--- src/jsu_pkg.sv ---
// ----------------------------------------------------------------------------
// jsu_pkg
// types and constants shared by the json string unescape block
// ----------------------------------------------------------------------------
package jsu_pkg;

    localparam int unsigned CODE_W = 21;

    typedef logic [CODE_W-1:0] t_code;

    typedef enum logic [2:0] {
        E_OK     = 3'd0,
        E_ESCAPE = 3'd1,
        E_HEX    = 3'd2,
        E_BSLASH = 3'd3,
        E_NOU    = 3'd4,
        E_SURR   = 3'd5
    } t_err;

    typedef struct packed {
        logic  begin_req;
        t_code char_code;
    } t_item;

    typedef struct packed {
        logic  out_valid;
        t_code out_code;
        logic  string_end;
        t_err  error_code;
    } t_result;

    localparam t_code C_QUOTE  = 21'h22;
    localparam t_code C_BSLASH = 21'h5c;
    localparam t_code C_SLASH  = 21'h2f;
    localparam t_code C_LC_B   = 21'h62;
    localparam t_code C_LC_F   = 21'h66;
    localparam t_code C_LC_N   = 21'h6e;
    localparam t_code C_LC_R   = 21'h72;
    localparam t_code C_LC_T   = 21'h74;
    localparam t_code C_LC_U   = 21'h75;
    localparam t_code C_BS     = 21'h08;
    localparam t_code C_FF     = 21'h0c;
    localparam t_code C_LF     = 21'h0a;
    localparam t_code C_CR     = 21'h0d;
    localparam t_code C_TAB    = 21'h09;
    localparam t_code C_DIG_0  = 21'h30;
    localparam t_code C_DIG_9  = 21'h39;
    localparam t_code C_LC_A   = 21'h61;
    localparam t_code C_UC_A   = 21'h41;
    localparam t_code C_UC_F   = 21'h46;

    localparam logic [15:0] C_SURR_MASK = 16'hfc00;
    localparam logic [15:0] C_SURR_HIGH = 16'hd800;
    localparam logic [15:0] C_SURR_LOW  = 16'hdc00;
    localparam logic [9:0]  C_TEN_BITS  = 10'h3ff;
    localparam t_code       C_SUPP_BASE = 21'h10000;

    localparam logic [2:0] HEX_DIGITS = 3'd4;

endpackage

--- src/jsu_in_if.sv ---
// ----------------------------------------------------------------------------
// jsu_in_if
// character channel: one input character per beat
// ----------------------------------------------------------------------------
interface jsu_in_if;
    logic                 valid;
    logic                 ready;
    logic                 begin_req;
    logic [20:0]          char_code;

    modport source (output valid, output begin_req, output char_code, input ready);
    modport sink   (input valid, input begin_req, input char_code, output ready);
endinterface

--- src/jsu_out_if.sv ---
// ----------------------------------------------------------------------------
// jsu_out_if
// result channel: one decoded result per beat
// ----------------------------------------------------------------------------
interface jsu_out_if;
    logic                 valid;
    logic                 ready;
    logic                 out_valid;
    logic [20:0]          out_code;
    logic                 string_end;
    logic [2:0]           error_code;

    modport source (
        output valid, output out_valid, output out_code, output string_end,
        output error_code, input ready
    );
    modport sink (
        input valid, input out_valid, input out_code, input string_end,
        input error_code, output ready
    );
endinterface

--- src/jsu_in_stage.sv ---
// ----------------------------------------------------------------------------
// jsu_in_stage
// input register holding one character beat ahead of the decoder
// ----------------------------------------------------------------------------
module jsu_in_stage (
    input  logic           i_clk,
    input  logic           i_rst_n,
    input  logic           i_valid,
    output logic           o_ready,
    input  jsu_pkg::t_item i_item,
    input  logic           i_take,
    output logic           o_valid,
    output jsu_pkg::t_item o_item
);
    import jsu_pkg::*;

    logic  r_valid;
    t_item r_item;

    assign o_ready = !r_valid || i_take;
    assign o_valid = r_valid;
    assign o_item  = r_item;

    always_ff @(posedge i_clk) begin
        if (!i_rst_n) begin
            r_valid <= 1'b0;
        end else if (o_ready) begin
            r_valid <= i_valid;
        end
    end

    always_ff @(posedge i_clk) begin
        if (o_ready && i_valid) begin
            r_item <= i_item;
        end
    end
endmodule

--- src/jsu_core.sv ---
// ----------------------------------------------------------------------------
// jsu_core
// decoder state and the single-step unescape logic
// ----------------------------------------------------------------------------
module jsu_core (
    input  logic             i_clk,
    input  logic             i_rst_n,
    input  logic             i_step,
    input  jsu_pkg::t_item   i_item,
    output jsu_pkg::t_result o_result
);
    import jsu_pkg::*;

    typedef enum logic [3:0] {
        M_PLAIN   = 4'd0,
        M_ESC     = 4'd1,
        M_HEX     = 4'd2,
        M_LO_HEX  = 4'd3,
        M_HI_HEX  = 4'd4,
        M_LO_WAIT = 4'd5,
        M_HI_WAIT = 4'd6,
        M_LO_ESC  = 4'd7,
        M_HI_ESC  = 4'd8
    } t_mode;

    function automatic logic [4:0] hex_value(input t_code c);
        logic [4:0] v;
        v = 5'h10;
        if (c >= C_DIG_0 && c <= C_DIG_9) begin
            v = {1'b0, 4'(c - C_DIG_0)};
        end else if (c >= C_LC_A && c <= C_LC_F) begin
            v = {1'b0, 4'(c - C_LC_A + 21'd10)};
        end else if (c >= C_UC_A && c <= C_UC_F) begin
            v = {1'b0, 4'(c - C_UC_A + 21'd10)};
        end
        return v;
    endfunction

    function automatic t_code combine(input logic [15:0] lo, input logic [15:0] hi);
        return {1'b0, hi[9:0] & C_TEN_BITS, lo[9:0] & C_TEN_BITS} + C_SUPP_BASE;
    endfunction

    t_mode       r_mode, n_mode, eff_mode;
    logic [15:0] r_acc, n_acc, eff_acc, acc_new;
    logic [2:0]  r_dig, n_dig, eff_dig, dig_new;
    logic [15:0] r_first, n_first, eff_first;
    logic        r_hold, n_hold, eff_hold;
    logic [4:0]  hexd;
    t_code       c;
    t_err        err;
    t_result     res;

    assign c = i_item.char_code;

    always_comb begin
        eff_mode  = i_item.begin_req ? M_PLAIN : r_mode;
        eff_acc   = i_item.begin_req ? 16'h0   : r_acc;
        eff_dig   = i_item.begin_req ? 3'd0    : r_dig;
        eff_first = i_item.begin_req ? 16'h0   : r_first;
        eff_hold  = i_item.begin_req ? 1'b0    : r_hold;

        n_mode  = eff_mode;
        n_acc   = eff_acc;
        n_dig   = eff_dig;
        n_first = eff_first;
        n_hold  = eff_hold;

        hexd    = hex_value(c);
        acc_new = {eff_acc[11:0], hexd[3:0]};
        dig_new = eff_dig - 3'd1;
        err     = E_OK;
        res     = '0;

        if (!eff_hold) begin
            unique case (eff_mode)
                M_ESC: begin
                    n_mode = M_PLAIN;
                    priority if (c == C_QUOTE || c == C_BSLASH || c == C_SLASH) begin
                        res.out_valid = 1'b1;
                        res.out_code  = c;
                    end else if (c == C_LC_B) begin
                        res.out_valid = 1'b1;
                        res.out_code  = C_BS;
                    end else if (c == C_LC_F) begin
                        res.out_valid = 1'b1;
                        res.out_code  = C_FF;
                    end else if (c == C_LC_N) begin
                        res.out_valid = 1'b1;
                        res.out_code  = C_LF;
                    end else if (c == C_LC_R) begin
                        res.out_valid = 1'b1;
                        res.out_code  = C_CR;
                    end else if (c == C_LC_T) begin
                        res.out_valid = 1'b1;
                        res.out_code  = C_TAB;
                    end else if (c == C_LC_U) begin
                        n_acc  = 16'h0;
                        n_dig  = HEX_DIGITS;
                        n_mode = M_HEX;
                    end else begin
                        err = E_ESCAPE;
                    end
                end
                M_HEX, M_LO_HEX, M_HI_HEX: begin
                    if (hexd[4]) begin
                        err = E_HEX;
                    end else begin
                        n_acc = acc_new;
                        n_dig = dig_new;
                        if (dig_new == 3'd0) begin
                            if (eff_mode == M_HEX) begin
                                if ((acc_new & C_SURR_MASK) == C_SURR_HIGH) begin
                                    n_first = acc_new;
                                    n_mode  = M_HI_WAIT;
                                end else if ((acc_new & C_SURR_MASK) == C_SURR_LOW) begin
                                    n_first = acc_new;
                                    n_mode  = M_LO_WAIT;
                                end else begin
                                    res.out_valid = 1'b1;
                                    res.out_code  = {5'd0, acc_new};
                                    n_mode        = M_PLAIN;
                                end
                            end else if (eff_mode == M_LO_HEX) begin
                                if ((acc_new & C_SURR_MASK) != C_SURR_HIGH) begin
                                    err = E_SURR;
                                end else begin
                                    res.out_valid = 1'b1;
                                    res.out_code  = combine(eff_first, acc_new);
                                    n_mode        = M_PLAIN;
                                end
                            end else begin
                                if ((acc_new & C_SURR_MASK) != C_SURR_LOW) begin
                                    err = E_SURR;
                                end else begin
                                    res.out_valid = 1'b1;
                                    res.out_code  = combine(acc_new, eff_first);
                                    n_mode        = M_PLAIN;
                                end
                            end
                        end
                    end
                end
                M_LO_WAIT, M_HI_WAIT: begin
                    if (c != C_BSLASH) begin
                        err = E_BSLASH;
                    end else begin
                        n_mode = (eff_mode == M_LO_WAIT) ? M_LO_ESC : M_HI_ESC;
                    end
                end
                M_LO_ESC, M_HI_ESC: begin
                    if (c != C_LC_U) begin
                        err = E_NOU;
                    end else begin
                        n_acc  = 16'h0;
                        n_dig  = HEX_DIGITS;
                        n_mode = (eff_mode == M_LO_ESC) ? M_LO_HEX : M_HI_HEX;
                    end
                end
                default: begin
                    n_mode = M_PLAIN;
                    if (c == C_BSLASH) begin
                        n_mode = M_ESC;
                    end else if (c == C_QUOTE) begin
                        res.string_end = 1'b1;
                    end else begin
                        res.out_valid = 1'b1;
                        res.out_code  = c;
                    end
                end
            endcase

            if (err != E_OK) begin
                n_hold         = 1'b1;
                res            = '0;
                res.error_code = err;
            end
        end
    end

    assign o_result = res;

    always_ff @(posedge i_clk) begin
        if (!i_rst_n) begin
            r_mode  <= M_PLAIN;
            r_acc   <= 16'h0;
            r_dig   <= 3'd0;
            r_first <= 16'h0;
            r_hold  <= 1'b0;
        end else if (i_step) begin
            r_mode  <= n_mode;
            r_acc   <= n_acc;
            r_dig   <= n_dig;
            r_first <= n_first;
            r_hold  <= n_hold;
        end
    end
endmodule

--- src/jsu_out_stage.sv ---
// ----------------------------------------------------------------------------
// jsu_out_stage
// result register decoupling the decoder from the result channel
// ----------------------------------------------------------------------------
module jsu_out_stage (
    input  logic             i_clk,
    input  logic             i_rst_n,
    input  logic             i_load,
    input  jsu_pkg::t_result i_result,
    output logic             o_free,
    output logic             o_valid,
    input  logic             i_ready,
    output jsu_pkg::t_result o_result
);
    import jsu_pkg::*;

    logic    r_valid;
    t_result r_result;

    assign o_free   = !r_valid || i_ready;
    assign o_valid  = r_valid;
    assign o_result = r_result;

    always_ff @(posedge i_clk) begin
        if (!i_rst_n) begin
            r_valid <= 1'b0;
        end else if (o_free) begin
            r_valid <= i_load;
        end
    end

    always_ff @(posedge i_clk) begin
        if (o_free && i_load) begin
            r_result <= i_result;
        end
    end
endmodule

--- src/json_string_unescape_top.sv ---
// ----------------------------------------------------------------------------
// json_string_unescape_top
// path: input register, then combinational decoder, then result register
// throughput: one character per cycle unless stalled, set by the state loop
// synchronous active-low reset empties both registers and returns to plain text
// ----------------------------------------------------------------------------
module json_string_unescape_top (
    input  logic   i_clk,
    input  logic   i_rst_n,
    jsu_in_if.sink i_in,
    jsu_out_if.source o_out
);
    import jsu_pkg::*;

    t_item   in_item, st_item;
    t_result core_res, out_res;
    logic    st_valid, out_free, step;

    assign in_item.begin_req = i_in.begin_req;
    assign in_item.char_code = i_in.char_code;
    assign step              = st_valid && out_free;

    jsu_in_stage u_in_stage (
        .i_clk   (i_clk),
        .i_rst_n (i_rst_n),
        .i_valid (i_in.valid),
        .o_ready (i_in.ready),
        .i_item  (in_item),
        .i_take  (step),
        .o_valid (st_valid),
        .o_item  (st_item)
    );

    jsu_core u_core (
        .i_clk    (i_clk),
        .i_rst_n  (i_rst_n),
        .i_step   (step),
        .i_item   (st_item),
        .o_result (core_res)
    );

    jsu_out_stage u_out_stage (
        .i_clk    (i_clk),
        .i_rst_n  (i_rst_n),
        .i_load   (step),
        .i_result (core_res),
        .o_free   (out_free),
        .o_valid  (o_out.valid),
        .i_ready  (o_out.ready),
        .o_result (out_res)
    );

    assign o_out.out_valid  = out_res.out_valid;
    assign o_out.out_code   = out_res.out_code;
    assign o_out.string_end = out_res.string_end;
    assign o_out.error_code = out_res.error_code;

`ifndef SYNTH
    a_err_no_code: assert property (@(posedge i_clk) disable iff (!i_rst_n)
        (o_out.valid && o_out.error_code != E_OK) |-> (!o_out.out_valid && !o_out.string_end))
        else $error("error beat carries a code point or string end");

    a_end_no_code: assert property (@(posedge i_clk) disable iff (!i_rst_n)
        (o_out.valid && o_out.string_end) |-> !o_out.out_valid)
        else $error("string end beat carries a code point");

    a_zero_code: assert property (@(posedge i_clk) disable iff (!i_rst_n)
        (o_out.valid && !o_out.out_valid) |-> (o_out.out_code == '0))
        else $error("code set without out_valid");
`endif
endmodule

--- src/flat_wrapper.sv ---
// flat-port wrapper written by rule: the top's interface ports become plain ports
module json_string_unescape_top_flat import jsu_pkg::*;
  (i_clk, i_rst_n, i_in_valid, i_in_begin_req, i_in_char_code, i_in_ready, o_out_valid, o_out_out_valid, o_out_out_code, o_out_string_end, o_out_error_code, o_out_ready);
  jsu_in_if i_in_i ();
  jsu_out_if o_out_i ();
  input  logic i_clk;
  input  logic i_rst_n;
  input wire logic [$bits(i_in_i.valid)-1:0] i_in_valid;
  input wire logic [$bits(i_in_i.begin_req)-1:0] i_in_begin_req;
  input wire logic [$bits(i_in_i.char_code)-1:0] i_in_char_code;
  output wire logic [$bits(i_in_i.ready)-1:0] i_in_ready;
  output wire logic [$bits(o_out_i.valid)-1:0] o_out_valid;
  output wire logic [$bits(o_out_i.out_valid)-1:0] o_out_out_valid;
  output wire logic [$bits(o_out_i.out_code)-1:0] o_out_out_code;
  output wire logic [$bits(o_out_i.string_end)-1:0] o_out_string_end;
  output wire logic [$bits(o_out_i.error_code)-1:0] o_out_error_code;
  input wire logic [$bits(o_out_i.ready)-1:0] o_out_ready;
  assign i_in_i.valid = i_in_valid;
  assign i_in_i.begin_req = i_in_begin_req;
  assign i_in_i.char_code = i_in_char_code;
  assign i_in_ready = i_in_i.ready;
  assign o_out_valid = o_out_i.valid;
  assign o_out_out_valid = o_out_i.out_valid;
  assign o_out_out_code = o_out_i.out_code;
  assign o_out_string_end = o_out_i.string_end;
  assign o_out_error_code = o_out_i.error_code;
  assign o_out_i.ready = o_out_ready;
  json_string_unescape_top u_core (.i_clk(i_clk), .i_rst_n(i_rst_n), .i_in(i_in_i), .o_out(o_out_i));
endmodule
--- config.mk ---
export PLATFORM = sky130hd
export DESIGN_NAME = json_string_unescape_top_flat
export DESIGN_NICKNAME = d
export VERILOG_FILES = /design/src/jsu_pkg.sv /design/src/jsu_in_if.sv /design/src/jsu_out_if.sv /design/src/jsu_in_stage.sv /design/src/jsu_core.sv /design/src/jsu_out_stage.sv /design/src/json_string_unescape_top.sv /design/src/flat_wrapper.sv
export SDC_FILE = /design/constraint.sdc
export NUM_CORES = 1
export LEC_CHECK = 0
export BUFFER_PORTS_ARGS = -buffer_cell sky130_fd_sc_hd__buf_2
export CORE_MARGIN = 4
export CORE_UTILIZATION = 40
export DETAILED_ROUTE_END_ITERATION = 7
export PLACE_DENSITY = 0.6
export SYNTH_ARGS = -nofsm -noshare
export SYNTH_HDL_FRONTEND = slang
export SYNTH_SLANG_ARGS = --single-unit
--- constraint.sdc ---
create_clock -name i_clk -period 3.7 [get_ports i_clk]
set_input_delay 0.37 -clock i_clk [delete_from_list [all_inputs] [get_ports i_clk]]
set_output_delay 0.37 -clock i_clk [all_outputs]
set_load 0.005 [all_outputs]
==> results.sh, run 1 <==
export IMPL_hold_depth=1
export IMPL_pre_cts_slack_ns=0.386
export IMPL_gp_congestion=0.965
export IMPL_fmax_mhz=295
export IMPL_grtUsageTotal_pct=21.8
export IMPL_syn_avg_cell_area_sq_um=9.17
export IMPL_netlist_instances=512
export IMPL_worstSetupStartpoint="u_core.u_in_stage.o_item[20]"
export IMPL_clk_path_buf_depth=2
export IMPL_r2r_cells=8
export IMPL_worst_ir_drop_vdd_mv=0.506
export IMPL_path_class="reg -> reg"
export IMPL_cp_required_ns=3.90
export IMPL_whs_endpoint="u_core.u_in_stage.o_item[12]"
export IMPL_clkLatencyLatePin_ns=0.35
export IMPL_numCtsBuffers=9
export IMPL_p_leak_nw=2.01
export IMPL_final_area_sq_um=5510
export IMPL_routed_wl_mm=14.1
export IMPL_cts_max_level=3
export IMPL_cts_tree="built"
export IMPL_tightest_slew_ns=0.996
export IMPL_setup_viol=0
export IMPL_ys_seq_elements=80
export IMPL_r2r_end="u_core.u_out_stage.o_result[6]"
export IMPL_period_needed_ns=3.39
export IMPL_run_status="finished, final reports clean"
export IMPL_setup_worst_path_start_class="register"
export IMPL_slew_headroom_pct=33.6
export IMPL_synth_area_top_cells="edfxtp_1 (31%), dfxtp_1 (14%), nand2_1 (4.3%), nor2_1 (3.9%), a21oi_1 (3.3%)"
export IMPL_synth_common_cells="nand2_1 (54), nor2_1 (49), edfxtp_1 (48), dfxtp_1 (32), a21oi_1 (31)"
export IMPL_grt_pass1_wl_mm=22.3
export IMPL_fillers=1072
export IMPL_antenna_cells=0
export IMPL_p_per_area_nw_per_um2=386
export IMPL_io_pins=54
export IMPL_critical_path_arrival_ns=3.59
export IMPL_synthDistinctLibCells=64
export IMPL_fin_nets=600
export IMPL_multi_input_area_sq_um=2430
export IMPL_drt_iter0_drc=488
export IMPL_synth_most_common_cell="nand2_1"
export IMPL_viasPerCell=6.04
export IMPL_core_sq_um=11500
export IMPL_port_buffers=53
export IMPL_drive_gt1_share_pct=20.0
export IMPL_async_flop_share_pct=0
export IMPL_hpwl_mm=10.5
export IMPL_clkSinkCount=80
export IMPL_ctsHoldBuffers=0
export IMPL_finalSetupTns_ns=0
export IMPL_grt_overflow_total=0
export IMPL_fp_dieArea_sq_um=13500
export IMPL_post_cts_buffers=0
export IMPL_synth_top_area_share_pct=30.7
export IMPL_ant_nets=0
export IMPL_post_cts_resized=0
export IMPL_cp_end_kind="register"
export IMPL_dominantRegCellSynth="edfxtp_1"
export IMPL_start_util_pct=40.9
export IMPL_hold_viol=0
export IMPL_reg2reg_from="u_core.u_in_stage.o_item[20]"
export IMPL_root_buffer="clkbuf_16"
export IMPL_drcViolationCount=0
export IMPL_grt_max_degree=29
export IMPL_worst_slack_ns=0.308
export IMPL_max_cap_violations=0
export IMPL_synth_edf_count=48
export IMPL_fin_skew_ns=0.0106
export IMPL_cp_max_fo=23
export IMPL_rsz0062_at_grt="false"
export IMPL_hold_class="in -> reg"
export IMPL_drt_wirelength_per_cell_um=19.8
export IMPL_netlist_area_sq_um=4690
export IMPL_yosysTopAreaCell="edfxtp_1"
export IMPL_die_x_um=116
export IMPL_num_vias=4312
export IMPL_seq_area_sq_um=2080
export IMPL_fin_crit_sh_pct=91.7
export IMPL_synth_seq_area_share_pct=44.3
export IMPL_reg2reg_setup_slack_ns=0.31
export IMPL_synth_nets=546
export IMPL_hp_start="i_in_char_code[12]"
export IMPL_place_area_sq_um=5180
export IMPL_dr_pass1_iters=5
export IMPL_grt_antenna_before_repair=1
export IMPL_rows=39
export IMPL_cts_clk_slew_worst_paths_ns=0.06
export IMPL_maxSlewViolCount=0
export IMPL_die_height_um=116
export IMPL_grt_pass1_vias=4068
export IMPL_yosys_warnings=0
export IMPL_syn2layout_area_growth_pct=17.3
worst max-delay path, cell delays in order (launching register included):
cell and delay [ns]:
edfxtp_1 0.41, nor4_2 0.55, nand4_2 0.32, or4_1 0.68, nand3_1 0.24, nor2_1 0.10, or4_1 0.58, buf_12 0.20
a31oi_1 0.16
per-layer routing:
metal  global-route usage, %  up-vias  part of all wire, %
met3                    6.37       39                  7.6
li1                        -     2042                    -
met4                    10.1        2                  3.6
met1                    28.8     2035                   43
met2                    32.8      194                   45
met5                       0        -                0.092
state kept, by name, indices dropped and copies added (netlist names):
signal                       cells
u_core.u_core.r_dig              3
u_core.u_core.r_hold             1
u_core.u_core.r_acc             12
u_core.u_out_stage.o_result     26
u_core.u_core.r_first           10
u_core.u_in_stage.o_valid        1
u_core.u_out_stage.o_valid       1
u_core.u_core.r_mode             4
u_core.u_in_stage.o_item        22
kinds of logic after synthesis:
logic type,Yosys count,synth area share (%)
xor gates and xnor gates,9,1.68
buffers and inverters,44,4.08
adders and majority gates,8,2.13
AOI/OAI and AO/OA,147,22.6
DFF,80,44.3
and+or+nand+nor,224,25.2
cell usage in the layout, fill, tap and decap left out, types with 16 or more instances in the layout:
master,netlist,final
nor2_1,49,49
a22oi_1,16,16
buf_2,3,53
edfxtp_1,48,48
nand3_1,22,22
nand2_1,54,54
a21oi_1,31,31
nor3_1,16,16
dfxtp_1,32,32
buf_4,0,20
power breakdown:
part           switching (W)  internal, W
combinational      0.0000842    0.0000518
sequential         0.0000293     0.000980
clock               0.000382     0.000600
total               0.000495      0.00163
through the flow:
| step | instances | hold slack [ns] | total power, W | utilization [%] |
|---|---|---|---|---|
| finish | 714 | 0.190 | 0.00213 | 48.0 |
| global route | 714 | 0.177 | 0.00222 | 48.0 |
| CTS | 714 | 0.177 | 0.00215 | 48.0 |
| detailed placement | 698 | 0.464 | 0.00116 | 45.2 |
| global placement | 698 | 0.464 | 0.00116 | 45.2 |
| floorplan | 512 | 0.441 | 0.00110 | - |
cell type report:
type | instances | area share [%]
clock inverter | 7 | 1.89
multi-input combinational | 388 | 44.2
sequential | 80 | 37.8
tap | 143 | 3.25
clock buffer | 9 | 4.09
inverter | 13 | 0.886
timing repair buffer | 74 | 7.91
how the worst max path moves through the flow:
| stage | to | slack [ns] | depth (start not counted) |
|---|---|---|---|
| CTS | u_core.u_out_stage.o_result[6] | 0.35 | 8 |
| global route | u_core.u_out_stage.o_result[6] | 0.17 | 9 |
| finish | u_core.u_out_stage.o_result[6] | 0.31 | 8 |
| floorplan | u_core.u_out_stage.o_result[25] | 0.76 | 11 |
| global placement | u_core.u_out_stage.o_result[6] | 0.48 | 8 |
| detailed placement | u_core.u_out_stage.o_result[6] | 0.39 | 8 |
Power figures use the tool's default switching activity.
==> run 2, diff against run 1 <==
Settings changed: CORE_MARGIN 4 to not set.
Clock period 3.7 ns to 4.27 ns, I/O delays scaled along.
==> run 2 against run 1 <==
Largest power group unchanged. Sequential cell count unchanged. Critical endpoint unchanged. Final cell count down 1.1%. Total power down 17%. Register-to-register slack better by 0.40 ns. Sequential power down 14%. Count of clock-buffer cells in the layout unchanged. Wire length down 0.52%.
==> results.sh, run 2 (same netlist as run 1, synthesis figures left out) <==
export IMPL_rsz0062_at_grt="false"
export IMPL_dpl_cell_count=690
export IMPL_critical_path_arrival_ns=3.76
export IMPL_setup_worst_path_start_class="register"
export IMPL_cp_end_kind="register"
export IMPL_cts_max_level=3
export IMPL_worst_path_buf_inv=1
export IMPL_slowest_delay_ns=0.64
export IMPL_slew_headroom_pct=34.2
export IMPL_tightest_slew_ns=0.986
export IMPL_layout_commonest_cell="nand2_1"
export IMPL_drt_iter0_drc=397
export IMPL_numCtsBuffers=9
export IMPL_syn2layout_area_growth_pct=15.1
export IMPL_worst_ir_drop_vdd_mv=0.276
export IMPL_antenna_cells=0
export IMPL_hold_depth=1
export IMPL_gp_congestion=0.931
export IMPL_largest_reg_flops=26
export IMPL_run_status="finished, final reports clean"
export IMPL_reg2reg_setup_slack_ns=0.71
export IMPL_finalSetupTns_ns=0
export IMPL_cp_slowest_cell="nor4_4"
export IMPL_clkSinkCount=80
export IMPL_place_area_sq_um=5100
export IMPL_grt_overflow_total=0
export IMPL_root_buffer="clkbuf_16"
export IMPL_cp_required_ns=4.47
export IMPL_post_cts_buffers=0
export IMPL_r2r_end="u_core.u_out_stage.o_result[6]"
export IMPL_period_needed_ns=3.56
export IMPL_dr_pass1_iters=6
export IMPL_max_cap_violations=0
export IMPL_die_x_um=110
export IMPL_cts_clk_slew_worst_paths_ns=0.06
export IMPL_fin_cells=706
export IMPL_post_cts_resized=0
export IMPL_p_leak_nw=1.95
export IMPL_start_util_pct=41.1
export IMPL_worst_path_stages=9
export IMPL_grtUsageTotal_pct=24.4
export IMPL_fin_crit_sh_pct=83.3
export IMPL_hp_start="i_in_char_code[2]"
export IMPL_grt_antenna_before_repair=0
export IMPL_viasPerCell=6.06
export IMPL_final_area_sq_um=5400
export IMPL_cp_max_fo=23
export IMPL_drive_gt1_share_pct=18.8
export IMPL_whs_endpoint="u_core.u_in_stage.o_item[2]"
export IMPL_grt_max_degree=29
export IMPL_grt_pass1_vias=3794
export IMPL_hold_class="in -> reg"
export IMPL_port_buffers=53
export IMPL_fmax_mhz=281
export IMPL_routed_wl_mm=14.0
export IMPL_clk_path_buf_depth=2
export IMPL_io_pins=54
export IMPL_r2r_cells=9
export IMPL_drcViolationCount=0
export IMPL_clkLatencyLatePin_ns=0.35
export IMPL_ctsHoldBuffers=0
export IMPL_setup_viol=0
export IMPL_maxSlewViolCount=0
export IMPL_path_class="reg -> reg"
export IMPL_ant_nets=0
export IMPL_p_per_area_nw_per_um2=328
export IMPL_critPathTopFamily="simple AND/OR/NAND/NOR gates"
export IMPL_fin_nets=592
export IMPL_grt_pass1_wl_mm=21.5
export IMPL_multi_input_area_sq_um=2430
export IMPL_die_height_um=110
export IMPL_hpwl_mm=10.3
export IMPL_fp_dieArea_sq_um=12200
export IMPL_drt_wirelength_per_cell_um=19.9
export IMPL_cts_tree="built"
export IMPL_worstSetupStartpoint="u_core.u_in_stage.o_item[20]"
export IMPL_seq_area_sq_um=2080
export IMPL_reg2reg_from="u_core.u_in_stage.o_item[20]"
export IMPL_core_sq_um=11400
export IMPL_path_cells="nor4_2, nand4_2, nor4_4, nor3_1, a41oi_2, o21ai_2, or4_1, buf_4, a31oi_1"
export IMPL_hold_viol=0
export IMPL_rows=39
export IMPL_fin_skew_ns=0.00755
export IMPL_layout_common_cells="nand2_1 (54), buf_2 (53), nor2_1 (49), edfxtp_1 (48), dfxtp_1 (32)"
export IMPL_num_vias=4276
export IMPL_fillers=1111
## run 2: through the flow
stage / total power, W / setup slack [ns] / util [%] / hold WS [ns]
floorplan: 0.000950 / 1.33 / - / 0.441
global placement: 0.00101 / 0.819 / 44.7 / 0.468
detailed placement: 0.00101 / 0.747 / 44.7 / 0.459
CTS: 0.00178 / 0.711 / 47.3 / 0.237
global route: 0.00183 / 0.410 / 47.3 / 0.232
finish: 0.00177 / 0.711 / 47.3 / 0.245
## run 2: report_power, final
part	switching [W]	internal [W]	total [W]
Clock	0.000327	0.000452	0.000779
Sequential	0.0000237	0.000849	0.000873
Combinational	0.0000755	0.0000433	0.000119
Total	0.000426	0.00135	0.00177
## run 2: worst max-delay path by stage
stage	slack, ns	end
after floorplan	1.33	u_core.u_out_stage.o_result[25]
after global placement	0.82	u_core.u_out_stage.o_result[6]
after detailed placement	0.75	u_core.u_out_stage.o_result[15]
after CTS	0.71	u_core.u_out_stage.o_result[15]
after global routing	0.41	u_core.u_out_stage.o_result[6]
final	0.71	u_core.u_out_stage.o_result[6]
## run 2: layout make-up
class	count	share of cell area, %
clock buffer	9	4.17
clock inverter	7	1.34
inverter	13	0.903
multi-input combinational	388	45.0
sequential	80	38.5
tap	143	3.31
timing repair buffer	66	6.72
## run 2: worst reg2reg max path: cells and delay by family, from the launching register on
family	cells	cell delay, ns
AND/OR/NAND/NOR	5	2.20
AO/OA/AOI/OAI	3	0.54
flip-flops	1	0.42
buffers and inverters	1	0.25
## run 2: routing by layer
layer / track usage, % / share of wire [%] / vias up
li1: - / - / 2027
met1: 32.6 / 43 / 2033
met2: 37.4 / 47 / 191
met3: 5.88 / 7.3 / 25
met4: 10.5 / 2.6 / 0
met5: 0 / 0 / -
==> run 3, diff against run 2 <==
Settings changed: PLACE_DENSITY 0.6 to 0.62.
Clock period 4.27 ns to 3.21 ns, I/O delays scaled along.
==> run 3 against run 2 <==
Count of clock-buffer cells in the layout is the same. Non-clock buffer count grew 28. Clock power grew 40%. Clock skew grew 0.0036 ns. Critical path depth is the same. Worst hold slack lost 0.11 ns. Via count grew 3.2%. Design area grew 4.7%. Total power grew 36%. Maximum frequency grew 15%. Critical endpoint is now u_core.u_out_stage.o_result[14]. Largest power group unchanged.
==> results.sh, run 3 (same netlist as run 1, synthesis figures left out) <==
export IMPL_routed_wl_mm=14.5
export IMPL_swShare_pct=24.8
export IMPL_slew_headroom_pct=31.8
export IMPL_post_cts_buffers=0
export IMPL_maxSlewViolCount=0
export IMPL_largest_reg_flops=26
export IMPL_root_buffer="clkbuf_16"
export IMPL_place_area_sq_um=5330
export IMPL_num_vias=4412
export IMPL_layout_common_cells="nand2_1 (54), buf_2 (53), nor2_1 (48), edfxtp_1 (48), buf_4 (40)"
export IMPL_clk_path_buf_depth=2
export IMPL_p_seq_share_pct=47.9
export IMPL_grtUsageTotal_pct=24.8
export IMPL_hold_depth=1
export IMPL_cts_clk_slew_worst_paths_ns=0.07
export IMPL_ctsHoldBuffers=0
export IMPL_grtUsageMet3_pct=5.29
export IMPL_p_switching_w=0.000598
export IMPL_rsz0062_at_grt="true"
export IMPL_hp_start="i_in_char_code[5]"
export IMPL_use_met1_pct=32.6
export IMPL_grt_max_degree=29
export IMPL_hpwl_mm=10.8
export IMPL_pwr_share_comb_pct=7.1
export IMPL_reg2reg_setup_slack_ns=0.11
export IMPL_gp_congestion=0.971
export IMPL_whs_endpoint="u_core.u_in_stage.o_item[5]"
export IMPL_die_height_um=110
export IMPL_cp_end_kind="register"
export IMPL_io_pins=54
export IMPL_numCtsBuffers=9
export IMPL_viasPerCell=6.01
export IMPL_start_util_pct=41.1
export IMPL_p_total_w=0.00241
export IMPL_core_sq_um=11400
export IMPL_rows=39
export IMPL_whs_ns=0.137
export IMPL_drcViolationCount=0
export IMPL_ant_nets=0
export IMPL_tightest_slew_ns=1.02
export IMPL_p_clk_share_pct=45.0
export IMPL_reg2reg_from="u_core.u_in_stage.o_item[2]"
export IMPL_layout_commonest_cell="nand2_1"
export IMPL_cp_max_fo=11
export IMPL_period_needed_ns=3.10
export IMPL_grt_overflow_total=0
export IMPL_max_cap_violations=0
export IMPL_cp_required_ns=3.42
export IMPL_syn2layout_area_growth_pct=20.5
export IMPL_p_leak_nw=2.11
export IMPL_grt_pass1_wl_mm=22.1
export IMPL_die_x_um=110
export IMPL_critical_path_arrival_ns=3.31
export IMPL_grt_antenna_before_repair=1
export IMPL_clkLatencyLatePin_ns=0.35
export IMPL_drive_gt1_share_pct=23.5
export IMPL_setup_viol=0
export IMPL_r2r_cells=9
export IMPL_p_int_w=0.00182
export IMPL_post_cts_resized=0
export IMPL_use_met2_pct=39.0
export IMPL_p_per_area_nw_per_um2=427
export IMPL_drt_iter0_drc=374
export IMPL_hold_class="in -> reg"
export IMPL_dr_pass1_iters=5
export IMPL_r2r_end="u_core.u_out_stage.o_result[14]"
export IMPL_fin_nets=620
export IMPL_port_buffers=53
export IMPL_path_class="reg -> reg"
export IMPL_finalSetupTns_ns=0
export IMPL_busiest_layer="met2"
export IMPL_final_area_sq_um=5660
export IMPL_run_status="finished, final reports clean"
export IMPL_hold_viol=0
export IMPL_cts_tree="built"
export IMPL_fin_crit_sh_pct=96.5
export IMPL_grt_pass1_vias=4067
export IMPL_cts_max_level=3
export IMPL_drt_wirelength_per_cell_um=19.7
export IMPL_fin_skew_ns=0.0112
export IMPL_clkSinkCount=80
export IMPL_fp_dieArea_sq_um=12200
export IMPL_fmax_mhz=323
export IMPL_worst_ir_drop_vdd_mv=0.387
export IMPL_antenna_cells=0
export IMPL_setup_worst_path_start_class="register"
run 3: worst max-delay path by stage:
stage,from,cells after the start,to
6_report,u_core.u_in_stage.o_item[2],9,u_core.u_out_stage.o_result[14]
5_1_grt,u_core.u_in_stage.o_item[19],10,u_core.u_out_stage.o_result[14]
2_1_floorplan,u_core.u_in_stage.o_item[3],11,u_core.u_out_stage.o_result[25]
3_5_place_dp,u_core.u_in_stage.o_item[19],8,u_core.u_out_stage.o_result[14]
3_3_place_gp,u_core.u_in_stage.o_item[2],9,u_core.u_out_stage.o_result[14]
4_1_cts,u_core.u_in_stage.o_item[19],8,u_core.u_out_stage.o_result[14]
run 3: critical path, cell delays in order (launching register included):
cell and delay [ns]:
edfxtp_1 0.50, buf_4 0.22, nand2_1 0.06, nor3_1 0.28, a31oi_1 0.12, or4_1 0.57, a311o_2 0.43, buf_4 0.20
or3_1 0.42, a21oi_1 0.16
run 3: power groups by stage:
| stage | registers [W] | clock network, W | logic (W) |
|---|---|---|---|
| 3_5_place_dp | 0.00118 | 0 | 0.000169 |
| 3_3_place_gp | 0.00118 | 0 | 0.000168 |
| 2_1_floorplan | 0.00117 | 0 | 0.0000932 |
| 6_report | 0.00116 | 0.00109 | 0.000171 |
| 5_1_grt | 0.00116 | 0.00115 | 0.000188 |
| 4_1_cts | 0.00116 | 0.00110 | 0.000169 |
run 3: layer usage:
layer / share of wire [%] / vias to the layer above
li1: - / 2079
met1: 43 / 2118
met2: 48 / 181
met3: 6.0 / 34
met4: 3.0 / 0
met5: 0 / -
run 3: layout make-up:
type	count	area [sq um]
multi-input cells	388	2450
fillers	1101	5760
clock buffers	9	225
repair buffers	94	586
clock inverters	7	83.8
well taps	143	179
inverters	13	48.8
flip-flops and latches	80	2080
run 3: stage by stage:
stage	setup slack [ns]	util [%]	std cells
detailed placement	0.155	46.7	718
global placement	0.197	46.7	718
floorplan	0.275	-	512
CTS	0.131	49.4	734
global route	-0.0440	49.5	734
finish	0.113	49.5	734
